==> src/rtl/core/xo256_pkg.sv <==
// Shared types, constants and microcode ROM for the xoshiro256++ generator.
// No dependencies; compiled first.
`default_nettype none

package xo256_pkg;

    localparam int WORD_W = 64;
    localparam int HALF_W = WORD_W / 2;
    localparam int KIND_W = 2;
    localparam int ADDR_W = 5;
    localparam int CNT_W  = 2;
    localparam int DRAWS  = 4;

    localparam logic [WORD_W-1:0] GOLDEN_STEP   = 64'h9E37_79B9_7F4A_7C15;
    localparam logic [WORD_W-1:0] MIX_MUL_A     = 64'hBF58_476D_1CE4_E5B9;
    localparam logic [WORD_W-1:0] MIX_MUL_B     = 64'h94D0_49BB_1331_11EB;
    localparam logic [WORD_W-1:0] COUNTER_RESET = 64'd123;

    typedef logic [ADDR_W-1:0] t_addr;
    typedef logic [WORD_W-1:0] t_word;

    // Item kinds; the unused code behaves as a plain next
    typedef enum logic [KIND_W-1:0] {
        KIND_NEXT  = 2'd0,
        KIND_SEED  = 2'd1,
        KIND_RSEED = 2'd2
    } t_kind;

    // Work register operations
    typedef enum logic [2:0] {
        Z_HOLD,
        Z_SEED,     // rotl(seed, 45)
        Z_CTR,      // counter + golden step (counter advances too)
        Z_XSH30,
        Z_XSH27,
        Z_XSH31,
        Z_PROD,     // take multiplier product
        Z_XPROD     // xor in multiplier product
    } t_zop;

    // Multiplier operand select
    typedef enum logic {
        A_Z,
        A_SHOR      // (z >> 10) | (z << 4)
    } t_asel;

    // Partial product steps of the 64-bit wrapping multiply
    typedef enum logic [1:0] {
        MUL_IDLE,
        MUL_LL,
        MUL_LH,
        MUL_HL
    } t_mop;

    typedef enum logic {
        CONST_A,
        CONST_B
    } t_mconst;

    typedef struct packed {
        t_mop    op;
        t_mconst csel;
    } t_mul_ctl;

    // State word operations
    typedef enum logic [1:0] {
        W_HOLD,
        W_FILL,     // all four words take z
        W_SHIFT,    // shift z in at the top word
        W_ADV       // emit a word and advance the state
    } t_wop;

    // Sequencing
    typedef enum logic [2:0] {
        SEQ_NEXT,
        SEQ_JUMP,
        SEQ_DISPATCH,   // wait for an input transfer, branch on kind
        SEQ_LOOP,       // repeat target until all draws are done
        SEQ_EMIT        // wait for output space, then jump to target
    } t_seq;

    typedef struct packed {
        t_zop     zop;
        t_asel    asel;
        t_mul_ctl mul;
        t_wop     wop;
        t_seq     seq;
        t_addr    target;
    } t_cw;

    // Program entry points
    localparam t_addr ADDR_IDLE  = 5'd0;
    localparam t_addr ADDR_SEED  = 5'd1;
    localparam t_addr ADDR_FILL  = 5'd9;
    localparam t_addr ADDR_RSEED = 5'd10;
    localparam t_addr ADDR_EMIT  = 5'd23;

    function automatic t_word f_rotl23(input t_word v);
        return {v[WORD_W-24:0], v[WORD_W-1:WORD_W-23]};
    endfunction

    function automatic t_word f_rotl45(input t_word v);
        return {v[WORD_W-46:0], v[WORD_W-1:WORD_W-45]};
    endfunction

    // Microcode ROM
    function automatic t_cw f_ucode(input t_addr pc);
        t_cw cw;
        cw.zop      = Z_HOLD;
        cw.asel     = A_Z;
        cw.mul.op   = MUL_IDLE;
        cw.mul.csel = CONST_A;
        cw.wop      = W_HOLD;
        cw.seq      = SEQ_NEXT;
        cw.target   = ADDR_IDLE;
        unique case (pc)
            ADDR_IDLE: begin
                cw.zop = Z_SEED;
                cw.seq = SEQ_DISPATCH;
            end
            // seed: m = z * B
            ADDR_SEED: begin
                cw.mul.op = MUL_LL; cw.mul.csel = CONST_B;
            end
            5'd2: begin
                cw.mul.op = MUL_LH; cw.mul.csel = CONST_B;
            end
            5'd3: begin
                cw.mul.op = MUL_HL; cw.mul.csel = CONST_B;
            end
            5'd4: cw.zop = Z_PROD;
            // seed: m ^= ((m >> 10) | (m << 4)) * A
            5'd5: begin
                cw.asel = A_SHOR; cw.mul.op = MUL_LL; cw.mul.csel = CONST_A;
            end
            5'd6: begin
                cw.asel = A_SHOR; cw.mul.op = MUL_LH; cw.mul.csel = CONST_A;
            end
            5'd7: begin
                cw.asel = A_SHOR; cw.mul.op = MUL_HL; cw.mul.csel = CONST_A;
            end
            5'd8: cw.zop = Z_XPROD;
            ADDR_FILL: begin
                cw.wop    = W_FILL;
                cw.seq    = SEQ_JUMP;
                cw.target = ADDR_EMIT;
            end
            // reseed: one splitmix draw per pass
            ADDR_RSEED: cw.zop = Z_CTR;
            5'd11: cw.zop = Z_XSH30;
            5'd12: begin
                cw.mul.op = MUL_LL; cw.mul.csel = CONST_A;
            end
            5'd13: begin
                cw.mul.op = MUL_LH; cw.mul.csel = CONST_A;
            end
            5'd14: begin
                cw.mul.op = MUL_HL; cw.mul.csel = CONST_A;
            end
            5'd15: cw.zop = Z_PROD;
            5'd16: cw.zop = Z_XSH27;
            5'd17: begin
                cw.mul.op = MUL_LL; cw.mul.csel = CONST_B;
            end
            5'd18: begin
                cw.mul.op = MUL_LH; cw.mul.csel = CONST_B;
            end
            5'd19: begin
                cw.mul.op = MUL_HL; cw.mul.csel = CONST_B;
            end
            5'd20: cw.zop = Z_PROD;
            5'd21: cw.zop = Z_XSH31;
            5'd22: begin
                cw.wop    = W_SHIFT;
                cw.seq    = SEQ_LOOP;
                cw.target = ADDR_RSEED;
            end
            ADDR_EMIT: begin
                cw.wop    = W_ADV;
                cw.seq    = SEQ_EMIT;
                cw.target = ADDR_IDLE;
            end
            default: begin
                cw.seq    = SEQ_JUMP;
                cw.target = ADDR_IDLE;
            end
        endcase
        return cw;
    endfunction

endpackage

`default_nettype wire

==> src/rtl/core/xo256_in_if.sv <==
// Input channel: valid/ready with kind and seed payload.
// Depends on xo256_pkg.
`default_nettype none

interface xo256_in_if;
    logic                          valid;
    logic                          ready;
    logic [xo256_pkg::KIND_W-1:0]  kind;
    logic [xo256_pkg::WORD_W-1:0]  seed_value;

    modport source (output valid, output kind, output seed_value, input ready);
    modport sink   (input valid, input kind, input seed_value, output ready);
endinterface

`default_nettype wire

==> src/rtl/core/xo256_out_if.sv <==
// Output channel: valid/ready with the generated word.
// Depends on xo256_pkg.
`default_nettype none

interface xo256_out_if;
    logic                          valid;
    logic                          ready;
    logic [xo256_pkg::WORD_W-1:0]  random_word;

    modport source (output valid, output random_word, input ready);
    modport sink   (input valid, input random_word, output ready);
endinterface

`default_nettype wire

==> src/rtl/core/xoshiro256pp_generator_top.sv <==
// xoshiro256++ generator top: microcoded sequencer over a 64-bit datapath.
// Depends on xo256_pkg, xo256_in_if, xo256_out_if, xo256_mul.
// Next items go from the dispatch step to the emit step, which registers
// the result; items are taken only at dispatch, after the last is emitted.
// Reseed runs four 13-step splitmix draws on the shared 32x32 multiplier.
// Reset: synchronous active low; state words cleared, counter set to 123.
`default_nettype none

module xoshiro256pp_generator_top (
    input  logic        i_clk,
    input  logic        i_rst_n,
    xo256_in_if.sink    i_in,
    xo256_out_if.source o_out
);
    import xo256_pkg::*;

    t_addr             r_pc,  n_pc;
    logic [CNT_W-1:0]  r_cnt, n_cnt;
    t_word             r_s [4];
    t_word             n_s [4];
    t_word             r_ctr, n_ctr;
    t_word             r_z,   n_z;
    t_word             r_out, n_out;
    logic              r_out_valid, n_out_valid;

    t_cw               w_cw;
    logic              w_acc;
    logic              w_stall;
    logic              w_go;
    t_word             w_mul_a;
    t_word             w_prod;
    t_word             w_t2;
    t_word             w_t3;

    // control word fetch and step enable
    always_comb begin
        w_cw    = f_ucode(r_pc);
        w_acc   = i_in.valid && i_in.ready;
        w_stall = (w_cw.seq == SEQ_EMIT) && r_out_valid && !o_out.ready;
        w_go    = (w_cw.seq == SEQ_DISPATCH) ? w_acc : !w_stall;
    end

    assign i_in.ready        = (w_cw.seq == SEQ_DISPATCH);
    assign o_out.valid       = r_out_valid;
    assign o_out.random_word = r_out;

    // multiplier
    assign w_mul_a = (w_cw.asel == A_SHOR) ? ((r_z >> 10) | (r_z << 4)) : r_z;

    xo256_mul u_mul (
        .i_clk  (i_clk),
        .i_ctl  (w_cw.mul),
        .i_a    (w_mul_a),
        .o_prod (w_prod)
    );

    // sequencer
    always_comb begin
        n_pc  = r_pc;
        n_cnt = r_cnt;
        unique case (w_cw.seq)
            SEQ_NEXT: n_pc = r_pc + 1'b1;
            SEQ_JUMP: n_pc = w_cw.target;
            SEQ_DISPATCH: begin
                if (w_acc) begin
                    unique case (t_kind'(i_in.kind))
                        KIND_SEED:  n_pc = ADDR_SEED;
                        KIND_RSEED: n_pc = ADDR_RSEED;
                        default:    n_pc = ADDR_EMIT;
                    endcase
                end
            end
            SEQ_LOOP: begin
                if (r_cnt == CNT_W'(DRAWS - 1)) begin
                    n_pc  = r_pc + 1'b1;
                    n_cnt = '0;
                end else begin
                    n_pc  = w_cw.target;
                    n_cnt = r_cnt + 1'b1;
                end
            end
            SEQ_EMIT: begin
                if (w_go) n_pc = w_cw.target;
            end
            default: n_pc = ADDR_IDLE;
        endcase
    end

    // work register and counter
    always_comb begin
        n_z   = r_z;
        n_ctr = r_ctr;
        if (w_go) begin
            case (w_cw.zop)
                Z_SEED:  n_z = f_rotl45(i_in.seed_value);
                Z_CTR: begin
                    n_ctr = r_ctr + GOLDEN_STEP;
                    n_z   = r_ctr + GOLDEN_STEP;
                end
                Z_XSH30: n_z = r_z ^ (r_z >> 30);
                Z_XSH27: n_z = r_z ^ (r_z >> 27);
                Z_XSH31: n_z = r_z ^ (r_z >> 31);
                Z_PROD:  n_z = w_prod;
                Z_XPROD: n_z = r_z ^ w_prod;
                default: n_z = r_z;
            endcase
        end
    end

    // state words and output register
    always_comb begin
        w_t2 = r_s[2] ^ r_s[0];
        w_t3 = r_s[3] ^ r_s[1];
        n_s  = r_s;
        n_out       = r_out;
        n_out_valid = r_out_valid && !o_out.ready;
        if (w_go) begin
            case (w_cw.wop)
                W_FILL: begin
                    n_s[0] = r_z;
                    n_s[1] = r_z;
                    n_s[2] = r_z;
                    n_s[3] = r_z;
                end
                W_SHIFT: begin
                    n_s[0] = r_s[1];
                    n_s[1] = r_s[2];
                    n_s[2] = r_s[3];
                    n_s[3] = r_z;
                end
                W_ADV: begin
                    n_out       = f_rotl23(r_s[0] + r_s[3]) + r_s[0];
                    n_out_valid = 1'b1;
                    n_s[0]      = r_s[0] ^ w_t3;
                    n_s[1]      = r_s[1] ^ w_t2;
                    n_s[2]      = w_t2 ^ (r_s[1] << 17);
                    n_s[3]      = f_rotl45(w_t3);
                end
                default: n_s = r_s;
            endcase
        end
    end

    // control and generator state
    always_ff @(posedge i_clk) begin
        if (!i_rst_n) begin
            r_pc        <= ADDR_IDLE;
            r_cnt       <= '0;
            r_out_valid <= 1'b0;
            r_ctr       <= COUNTER_RESET;
            r_s[0]      <= '0;
            r_s[1]      <= '0;
            r_s[2]      <= '0;
            r_s[3]      <= '0;
        end else begin
            r_pc        <= n_pc;
            r_cnt       <= n_cnt;
            r_out_valid <= n_out_valid;
            r_ctr       <= n_ctr;
            r_s         <= n_s;
        end
    end

    // payload
    always_ff @(posedge i_clk) begin
        r_z   <= n_z;
        r_out <= n_out;
    end

    // draw counter only runs inside the reseed loop
    a_cnt_idle: assert property (@(posedge i_clk) disable iff (!i_rst_n)
        (r_pc == ADDR_IDLE) |-> (r_cnt == '0))
        else $error("draw counter not cleared at idle");

    // a next (or unused kind) transfer goes straight to the emit step
    a_next_emit: assert property (@(posedge i_clk) disable iff (!i_rst_n)
        (w_acc && i_in.kind != KIND_SEED && i_in.kind != KIND_RSEED)
        |=> (r_pc == ADDR_EMIT))
        else $error("next item did not branch to emit");

    // fill step leaves four equal words
    a_fill_equal: assert property (@(posedge i_clk) disable iff (!i_rst_n)
        (r_pc == ADDR_FILL) |=> (r_s[0] == r_s[1] && r_s[1] == r_s[2]
                                 && r_s[2] == r_s[3]))
        else $error("seed fill left unequal words");

    // a result appears only from the emit step
    a_out_from_emit: assert property (@(posedge i_clk) disable iff (!i_rst_n)
        $rose(r_out_valid) |-> $past(r_pc == ADDR_EMIT))
        else $error("result raised outside emit step");

endmodule

`default_nettype wire

==> src/rtl/core/xo256_mul.sv <==
// Shared 64x64 wrapping multiplier by a mixing constant, one 32x32
// partial product per step. Depends on xo256_pkg.
`default_nettype none

module xo256_mul (
    input  logic                         i_clk,
    input  xo256_pkg::t_mul_ctl          i_ctl,
    input  logic [xo256_pkg::WORD_W-1:0] i_a,
    output logic [xo256_pkg::WORD_W-1:0] o_prod
);
    import xo256_pkg::*;

    t_word              w_b;
    logic [HALF_W-1:0]  w_ah;
    logic [HALF_W-1:0]  w_bh;
    t_word              w_pp;
    t_word              r_prod;

    // operand halves for the current partial product
    always_comb begin
        w_b  = (i_ctl.csel == CONST_A) ? MIX_MUL_A : MIX_MUL_B;
        w_ah = (i_ctl.op == MUL_HL) ? i_a[WORD_W-1:HALF_W] : i_a[HALF_W-1:0];
        w_bh = (i_ctl.op == MUL_LH) ? w_b[WORD_W-1:HALF_W] : w_b[HALF_W-1:0];
        w_pp = WORD_W'(w_ah) * WORD_W'(w_bh);
    end

    // low product, then cross terms folded into the upper half
    always_ff @(posedge i_clk) begin
        unique case (i_ctl.op)
            MUL_LL:         r_prod <= w_pp;
            MUL_LH, MUL_HL: r_prod <= {r_prod[WORD_W-1:HALF_W] + w_pp[HALF_W-1:0],
                                       r_prod[HALF_W-1:0]};
            default:        r_prod <= r_prod;
        endcase
    end

    assign o_prod = r_prod;

endmodule

`default_nettype wire
==> src/flat_wrapper.sv <==
// flat-port wrapper written by rule: the top's interface ports become plain ports
module xoshiro256pp_generator_top_flat import xo256_pkg::*;
  (i_clk, i_rst_n, i_in_valid, i_in_kind, i_in_seed_value, i_in_ready, o_out_valid, o_out_random_word, o_out_ready);
  xo256_in_if i_in_i ();
  xo256_out_if o_out_i ();
  input  logic i_clk;
  input  logic i_rst_n;
  input wire logic [$bits(i_in_i.valid)-1:0] i_in_valid;
  input wire logic [$bits(i_in_i.kind)-1:0] i_in_kind;
  input wire logic [$bits(i_in_i.seed_value)-1:0] i_in_seed_value;
  output wire logic [$bits(i_in_i.ready)-1:0] i_in_ready;
  output wire logic [$bits(o_out_i.valid)-1:0] o_out_valid;
  output wire logic [$bits(o_out_i.random_word)-1:0] o_out_random_word;
  input wire logic [$bits(o_out_i.ready)-1:0] o_out_ready;
  assign i_in_i.valid = i_in_valid;
  assign i_in_i.kind = i_in_kind;
  assign i_in_i.seed_value = i_in_seed_value;
  assign i_in_ready = i_in_i.ready;
  assign o_out_valid = o_out_i.valid;
  assign o_out_random_word = o_out_i.random_word;
  assign o_out_i.ready = o_out_ready;
  xoshiro256pp_generator_top u_core (.i_clk(i_clk), .i_rst_n(i_rst_n), .i_in(i_in_i), .o_out(o_out_i));
endmodule
==> config.mk <==
export PLATFORM = sky130hd
export DESIGN_NAME = xoshiro256pp_generator_top_flat
export DESIGN_NICKNAME = d
export VERILOG_FILES = /design/src/rtl/core/xo256_pkg.sv /design/src/rtl/core/xo256_in_if.sv /design/src/rtl/core/xo256_out_if.sv /design/src/rtl/core/xoshiro256pp_generator_top.sv /design/src/rtl/core/xo256_mul.sv /design/src/flat_wrapper.sv
export SDC_FILE = /design/constraint.sdc
export NUM_CORES = 2
export LEC_CHECK = 0
export BUFFER_PORTS_ARGS = -buffer_cell sky130_fd_sc_hd__clkbuf_2
export CORE_AREA = 2 2 481 483
export CTS_CLUSTER_DIAMETER = 120
export DETAILED_ROUTE_END_ITERATION = 8
export DIE_AREA = 0 0 483 485
export SETUP_SLACK_MARGIN = 0.5
export SYNTH_ARGS = -nofsm -noshare
export SYNTH_HDL_FRONTEND = slang
export SYNTH_SLANG_ARGS = --single-unit
==> constraint.sdc <==
create_clock -name i_clk -period 17.84 [get_ports i_clk]
set_input_delay 2.676 -clock i_clk [delete_from_list [all_inputs] [get_ports i_clk]]
set_output_delay 2.676 -clock i_clk [all_outputs]
set_load 0.02 [all_outputs]
### Word level (Yosys, flattened, before mapping)

Index checks and enable logic that the tools add are counted.

* register bits: 520
* bits in latches: 0
* RAM bits: 0
* bits in read-only memories: 0
* bits of input ports: 70
* output and inout bits: 66
* word-level logic and storage cells: 124
* memories: 0

* add/subtract/negate cells: 6
* $mul: 1
* divide/modulo/power cells: 0
* $lt $le $gt $ge: 0
* equal/unequal tests: 45
* shifts and indexed selects: 0
* muxes and demuxes: 22
* bitwise logic cells: 11
* reductions and logical operators: 27

Operators with widths (number)
* $pmux W256 S3: 1
* $pmux W64 S7: 1
* $xor A64 B64 Y64: 6
* $add A64 B64 Y64: 2
* $pmux W64 S2: 1
* $add A64 B64 Y64 const B: 1
* $mul A32 B32 Y64: 1
* $mux W32: 2
* $mux W64: 1
* $or A54 B64 Y64: 1
* $xor A64 B33 Y64: 1
* $xor A64 B34 Y64: 1
* $xor A64 B37 Y64: 1
* $mux W62: 1
* $eq A5 B4 Y1 const B: 8
* $eq A5 B5 Y1 const B: 8
* $add A32 B32 Y32: 1
* $pmux W5 S5: 1
* $pmux W3 S7: 1
* $eq A5 B3 Y1 const B: 4
* $pmux W5 S2: 2
* $reduce_or A20 Y1: 1
* $pmux W3 S6: 1
* $eq A3 B3 Y1 const B: 5
* 26 further kinds: 59

### Logic depth before layout (Yosys ltp)

* depth in word-level cells: 10
* depth in mapped cells: 47
* mapped depth without buffers: 44

### Modules after synthesis

A second synthesis with hierarchy kept.

* cells, all modules: 8063
* area total of the unflattened synthesis: 69656.8 um2

Modules (own cells, without submodules)
* xoshiro256pp_generator_top: times used 1, cells each 4532, area each 35499.0 um2, sequential area each 10410.0 um2
* xo256_mul: times used 1, cells each 3531, area each 34157.8 um2, sequential area each 1921.8 um2

### Worst setup path after synthesis

No wires, ideal clock.

* kind: register -> register
* start: register u_core.r_pc[0]
* end: register u_core.u_mul.r_prod[62] (netlist: u_core.u_mul.o_prod[62]) (data pin)
* library setup time: 0.267 ns
* arrival time: 9.970 ns
* required time: 17.573 ns
* slack: 7.603 ns
* stages on the path, launching flop included: 41
* path buffers: 5
* clock period less this slack: 10.237 ns
* cells stage by stage: dfxtp_1 > inv_1 > ha_1 > or2_1 > clkbuf_1 > o21ai_1 > clkbuf_1 > clkbuf_1 > ha_1 > clkbuf_1 > clkbuf_1 > nor2_1 > fa_1 > fa_1 > inv_1 > fa_1 > fa_1 > inv_1 > [... 5 more ...] > fa_1 > ha_1 > inv_1 > nor2_1 > nand2_1 > o31ai_1 > xor2_1 > ha_1 > a21o_1 > nand2_1 > a21boi_0 > o21ai_0 > o221ai_1 > o41ai_1 > o21ai_0 > xor2_1 > nand2_1 > o21ai_0

* cells in the longest elaborated chain, start to end: 8
* elaborated cells on any way between the ends: 32
* classes of those cells: add/sub (1); mul (1); eq/ne (15); mux (7); reduce/logical (8)

Ends and longest elaborated chain
* start: declaration: line xoshiro256pp_generator_top.sv:17 `t_addr r_pc, n_pc;`
* start signal: assignment: line xoshiro256pp_generator_top.sv:156 `r_pc <= n_pc;`
* $eq A5 B2 Y1, or another cell as far along: line xo256_pkg.sv:116 `unique case (pc)`
* $reduce_or A2 Y1 (no source line) or $reduce_or A3 Y1 (tied branches)
* $pmux W3 S6 or $mux W1 (tied branches): line xo256_pkg.sv:116
* $eq A2 B2 Y1, or another cell as far along: line xo256_mul.sv:22, xo256_mul.sv:29
* $mux W32 (on tied branches): line xo256_mul.sv:22, xo256_mul.sv:23
* $mul A32 B32 Y64: line xo256_mul.sv:24 `w_pp = WORD_W'(w_ah) * WORD_W'(w_bh);`
* $add A32 B32 Y32: line xo256_mul.sv:31 `MUL_LH, MUL_HL: r_prod <= {r_prod[WORD_W-1:HALF_W] + w_pp[HALF_W-1:0],`
* $pmux W64 S2 (*): line xo256_mul.sv:29 `unique case (i_ctl.op)`
* end signal: assignment: line xo256_mul.sv:30 `MUL_LL: r_prod <= w_pp;`
* end signal: assignment: line xo256_mul.sv:31
* end signal: assignment: line xo256_mul.sv:33 `default: r_prod <= r_prod;`
* end: declaration: line xo256_mul.sv:17 `t_word r_prod;`

Mark *: on every way between the ends. The rest lies on a longest branch, timed or not. The select of a mux whose other input is x is not followed.
A chain may end at the register's enable or synchronous reset.

### Worst setup path in the final report

* start: register u_core.r_pc[3]
* end: register u_core.u_mul.r_prod[62] (netlist: u_core.u_mul.o_prod[62]) (data pin)

Same word-level chain as after synthesis.

==> results_tabular.tex <==
\begin{tabular}{lr}
\hline
Metric & Value \\
\hline
\multicolumn{2}{l}{\textbf{Setup path}} \\
\quad Startpoint class of the critical path & register \\
\quad CP Class & reg -> reg \\
\quad Max stage delay cell, worst path & sky130\_fd\_sc\_hd\_\_dfxtp\_1 \\
\quad Maximum fanout count along the critical path & 48 \\
\quad Critical Path Max Stage Delay & 0.95 ns \\
\quad Cell mode on critical path & sky130\_fd\_sc\_hd\_\_fa\_1 \\
\quad Crit. End Element & register \\
\quad Worst Path Arrival & between 10 and 15 ns \\
\quad Cell count of the worst reg-to-reg path & 41 \\
\quad CP required & about 18 ns \\
\multicolumn{2}{l}{\textbf{Drt}} \\
\quad Routed wire length & 273000 microns \\
\quad Total vias in the final route & 59500 \\
\quad Vias per inst & 5.47 \\
\quad Number of routed nets with antenna violations & 0 \\
\quad DRC violations left & 13 \\
\quad Mean routed wirelength per cell & 25.1 microns \\
\quad Detailed-routing iteration count for the pre-antenna-repair pass & 9 \\
\quad Number of design-rule violations left by the first detailed-router iteration & 6884 \\
\multicolumn{2}{l}{\textbf{Placement}} \\
\quad Final weighted congestion in routability-driven placement & approximately 1 \\
\quad Half-perimeter wire length after detailed placement & between 200000 and 250000 microns \\
\quad Quantity of I/O buffers inserted on ports & 135 \\
\quad Post-placement cell area & 0.0722 sq mm \\
\quad Total placed cells including tap cells & around 11000 \\
\multicolumn{2}{l}{\textbf{Synth}} \\
\quad Most used flip-flop cell after synthesis & sky130\_fd\_sc\_hd\_\_dfxtp\_1 \\
\quad Area share of the leading cell type in the synthesized netlist & about a quarter \\
\quad Ranking of synthesized cells by area & sky130\_fd\_sc\_hd\_\_fa\_1 (24\%), sky130\_fd\_sc\_hd\_\_dfxtp\_1 (9.6\%), sky130\_fd\_sc\_hd\_\_ha\_1 (9.3\%) \\
\quad Count of unique library cells instantiated by Yosys & 91 \\
\quad Number of storage elements in the synthesis netlist & 520 \\
\quad Avg Cell Area, Syn & 8.61 sq um \\
\quad Sequential-to-total area share from yosys stat & around 18\% \\
\quad Yosys warning count & 0 \\
\quad Post-synthesis net count & 9350 \\
\quad Post-synthesis cell area & 0.0684 sq mm \\
\quad Fraction of synthesis flops using an asynchronous set or reset pin & 0\% \\
\quad Synthesized instance count & 7948 \\
\quad Post-synth EDFFs & 192 \\
\quad Most area-hungry cell type in the Yosys netlist & sky130\_fd\_sc\_hd\_\_fa\_1 \\
\multicolumn{2}{l}{\textbf{Die}} \\
\quad Height of the chip & between 400 and 500 microns \\
\quad Standard-cell row count & 176 \\
\quad Number of top-level design ports & around 140 \\
\quad Die boundary width & 483 microns \\
\quad Effective utilization at floorplan & 29.9\% \\
\quad Standard cell core area & 0.229 sq mm \\
\quad Die area & 0.234 sq mm \\
\multicolumn{2}{l}{\textbf{Cells and area}} \\
\quad Final cell count without fillers & between 10000 and 15000 \\
\quad Layout-stage area growth over the synthesis result & 8.46\% \\
\quad Layout fillers & 24000 \\
\quad Number of nets in the finished design & 9198 \\
\quad Share of final-layout standard cells stronger than drive strength 1 & 5.45\% \\
\quad Final core utilization & approximately a third \\
\quad Post-route cell area & roughly 0.074 sq mm \\
\multicolumn{2}{l}{\textbf{STA}} \\
\quad Final hold viol count & 0 \\
\quad Crit path time final & between 10 and 15 ns \\
\quad Headroom to the max-slew limit & between 10\% and 20\% \\
\quad Unrepaired setup endpoints after global routing & no \\
\quad Period utilization & 69.8\% \\
\quad Setup TNS & 0 ns \\
\quad Maximum clock frequency & 80.3 MHz \\
\quad Max Transition Viols Final & 0 \\
\quad Final worst clock skew & around 0.047 ns \\
\quad Slew at the pin closest to its max-slew limit & 1.24 ns \\
\quad Setup-violating endpoint count in the final report & 0 \\
\multicolumn{2}{l}{\textbf{Clock tree}} \\
\quad Maximum number of buffers from clock root to sink & 3 \\
\quad Postcts setup bufs & 0 \\
\quad Clock transition at the register clock pins on the worst setup and hold paths after CTS & 0.07 ns \\
\quad \# clock sinks & 520 \\
\quad Maximum level of the CTS H-tree & 2 \\
\quad CTS tree & done \\
\quad Hold bufs inserted after CTS & 0 \\
\quad Post-CTS sizing & 0 \\
\quad Library cell used as clock root buffer & sky130\_fd\_sc\_hd\_\_clkbuf\_16 \\
\quad Source-to-sink clock delay at the later pin of the worst-skew pair & around 0.70 ns \\
\quad Cts bufs inserted & 59 \\
\multicolumn{2}{l}{\textbf{Hold path}} \\
\quad Worst hold-check path type & reg -> reg \\
\quad WHS Path Cells & 2 \\
\multicolumn{2}{l}{\textbf{Job}} \\
\quad Max cap viols & 0 \\
\multicolumn{2}{l}{\textbf{Global route}} \\
\quad Number of antenna violations at the first check in global routing & 17 \\
\quad Wire length of the first global-routing pass & 400000 microns \\
\quad Pin count of the biggest net entering global routing & 197 \\
\quad Total congestion overflow & 0 \\
\quad Number of global-route vias before repair & 59000 \\
\quad GRT Overall Usage & 22.7\% \\
\multicolumn{2}{l}{\textbf{Outcome}} \\
\quad Outcome & finished with violations \\
\quad Violated checks & design-rule violations \\
\hline
\end{tabular}
-- final timing paths --
| kind | from | end | slack [ns] |
|---|---|---|---|
| worst max-delay path | u_core.r_pc[3] | u_core.u_mul.o_prod[62] | 5.39 |
| worst min-delay path | u_core.r_cnt[1] | u_core.r_cnt[1] | 0.48 |
| worst max register to register | u_core.r_pc[3] | u_core.u_mul.o_prod[62] | 5.39 |
| worst min register to register | u_core.r_cnt[1] | u_core.r_cnt[1] | 0.48 |
-- layout by cell type (no fill, tap or decap), types with 62 or more instances in the layout --
cell,Yosys,final
sky130_fd_sc_hd__a211oi_1,64,64
sky130_fd_sc_hd__a21boi_0,98,98
sky130_fd_sc_hd__a21o_1,141,139
sky130_fd_sc_hd__a21oi_1,427,425
sky130_fd_sc_hd__a221oi_1,69,69
sky130_fd_sc_hd__a22oi_1,85,85
sky130_fd_sc_hd__and2_1,281,281
sky130_fd_sc_hd__buf_4,0,121
sky130_fd_sc_hd__clkbuf_16,0,62
sky130_fd_sc_hd__clkbuf_2,0,135
sky130_fd_sc_hd__dfxtp_1,328,328
sky130_fd_sc_hd__edfxtp_1,192,192
sky130_fd_sc_hd__fa_1,825,825
sky130_fd_sc_hd__ha_1,507,502
sky130_fd_sc_hd__inv_1,968,968
sky130_fd_sc_hd__nand2_1,784,781
sky130_fd_sc_hd__nand2b_1,93,93
sky130_fd_sc_hd__nand3_1,87,85
sky130_fd_sc_hd__nor2_1,550,543
sky130_fd_sc_hd__nor2b_1,95,94
sky130_fd_sc_hd__nor3_1,81,79
sky130_fd_sc_hd__o211ai_1,90,90
sky130_fd_sc_hd__o21ai_0,453,452
sky130_fd_sc_hd__or3_1,65,64
sky130_fd_sc_hd__xnor2_1,363,363
sky130_fd_sc_hd__xor2_1,186,186
-- synth_stat cells (all sizes together) (44+ instances only) --
| library cell | number |
|---|---|
| buf | 58 |
| and2 | 281 |
| fa | 825 |
| nand2 | 784 |
| mux2i | 44 |
| o21bai | 47 |
| o211ai | 91 |
| a211oi | 64 |
| a21boi | 99 |
| nor3 | 82 |
| a22oi | 85 |
| clkbuf | 413 |
| nand3 | 87 |
| xor2 | 186 |
| o21ai | 464 |
| nor2 | 551 |
| nor2b | 96 |
| edfxtp | 192 |
| nor3b | 52 |
| a31oi | 50 |
| dfxtp | 328 |
| nand2b | 93 |
| nand4 | 54 |
| a21oi | 428 |
| xnor2 | 363 |
| inv | 970 |
| a21o | 141 |
| or3 | 65 |
| ha | 507 |
| a221oi | 69 |
| o311ai | 51 |
-- routing by layer --
layer | GRT usage, % | wire [microns] | vias up
met2 | 35.7 | 122000 | 2643
li1 | - | - | 26400
met1 | 29.9 | 112000 | 29900
met5 | 0 | 34 | -
met3 | 3.25 | 20300 | 578
met4 | 12.9 | 18400 | 6
-- final cells by class --
| cell class | instances | area (sq um) | area share [%] |
|---|---|---|---|
| multi-input cells | 5983 | 50800 | 68.4 |
| flip-flops and latches | 520 | 12300 | 16.6 |
| well taps | 3026 | 3790 | 5.10 |
| inverters | 974 | 3660 | 4.93 |
| clock buffers | 86 | 1790 | 2.41 |
| repair buffers | 258 | 1630 | 2.20 |
| clock inverters | 20 | 224 | 0.302 |
| diodes | 4 | 10.0 | 0.0135 |
-- flip-flops by register name (all words and copies together) (netlist names) --
register and cells:
u_core.o_out.random_word 64, u_core.o_out.valid 1, u_core.r_cnt 2, u_core.r_ctr 64, u_core.r_pc 5, u_core.r_s 256, u_core.r_z 64, u_core.u_mul.o_prod 64
-- stage by stage --
step	setup slack [ns]	hold slack [ns]
after floorplan	7.60	0.447
after global placement	5.74	0.458
after detailed placement	5.66	0.473
after CTS	5.64	0.481
after global routing	4.79	0.509
final	5.39	0.476
-- logic make-up (layout without fill, tap and decap cells) --
kind of cell | after synthesis | after routing | synth area share (%)
buf+inv | 1445 | 1338 | 7.99
fa+ha+maj | 1332 | 1332 | 33.4
other cells | 0 | 4 | 0
mux | 46 | 46 | 0.676
compound gates | 1845 | 1845 | 17.6
xor+xnor | 550 | 550 | 7.06
simple gates | 2210 | 2210 | 15.2
flops | 520 | 520 | 18.0
-- critical path: cells and delay by family (launching register included) --
| kind | cells | cell delay [ns] |
|---|---|---|
| and+or+nand+nor | 7 | 0.99 |
| xor gates and xnor gates | 2 | 0.51 |
| DFF | 1 | 0.95 |
| AOI/OAI and AO/OA | 10 | 2.69 |
| adders and majority gates | 11 | 5.11 |
| buffers and inverters | 11 | 1.84 |
Power is left out: the tool's default activity adds up to more than one toggle a clock period on the data nets, which glitch-free logic cannot reach.
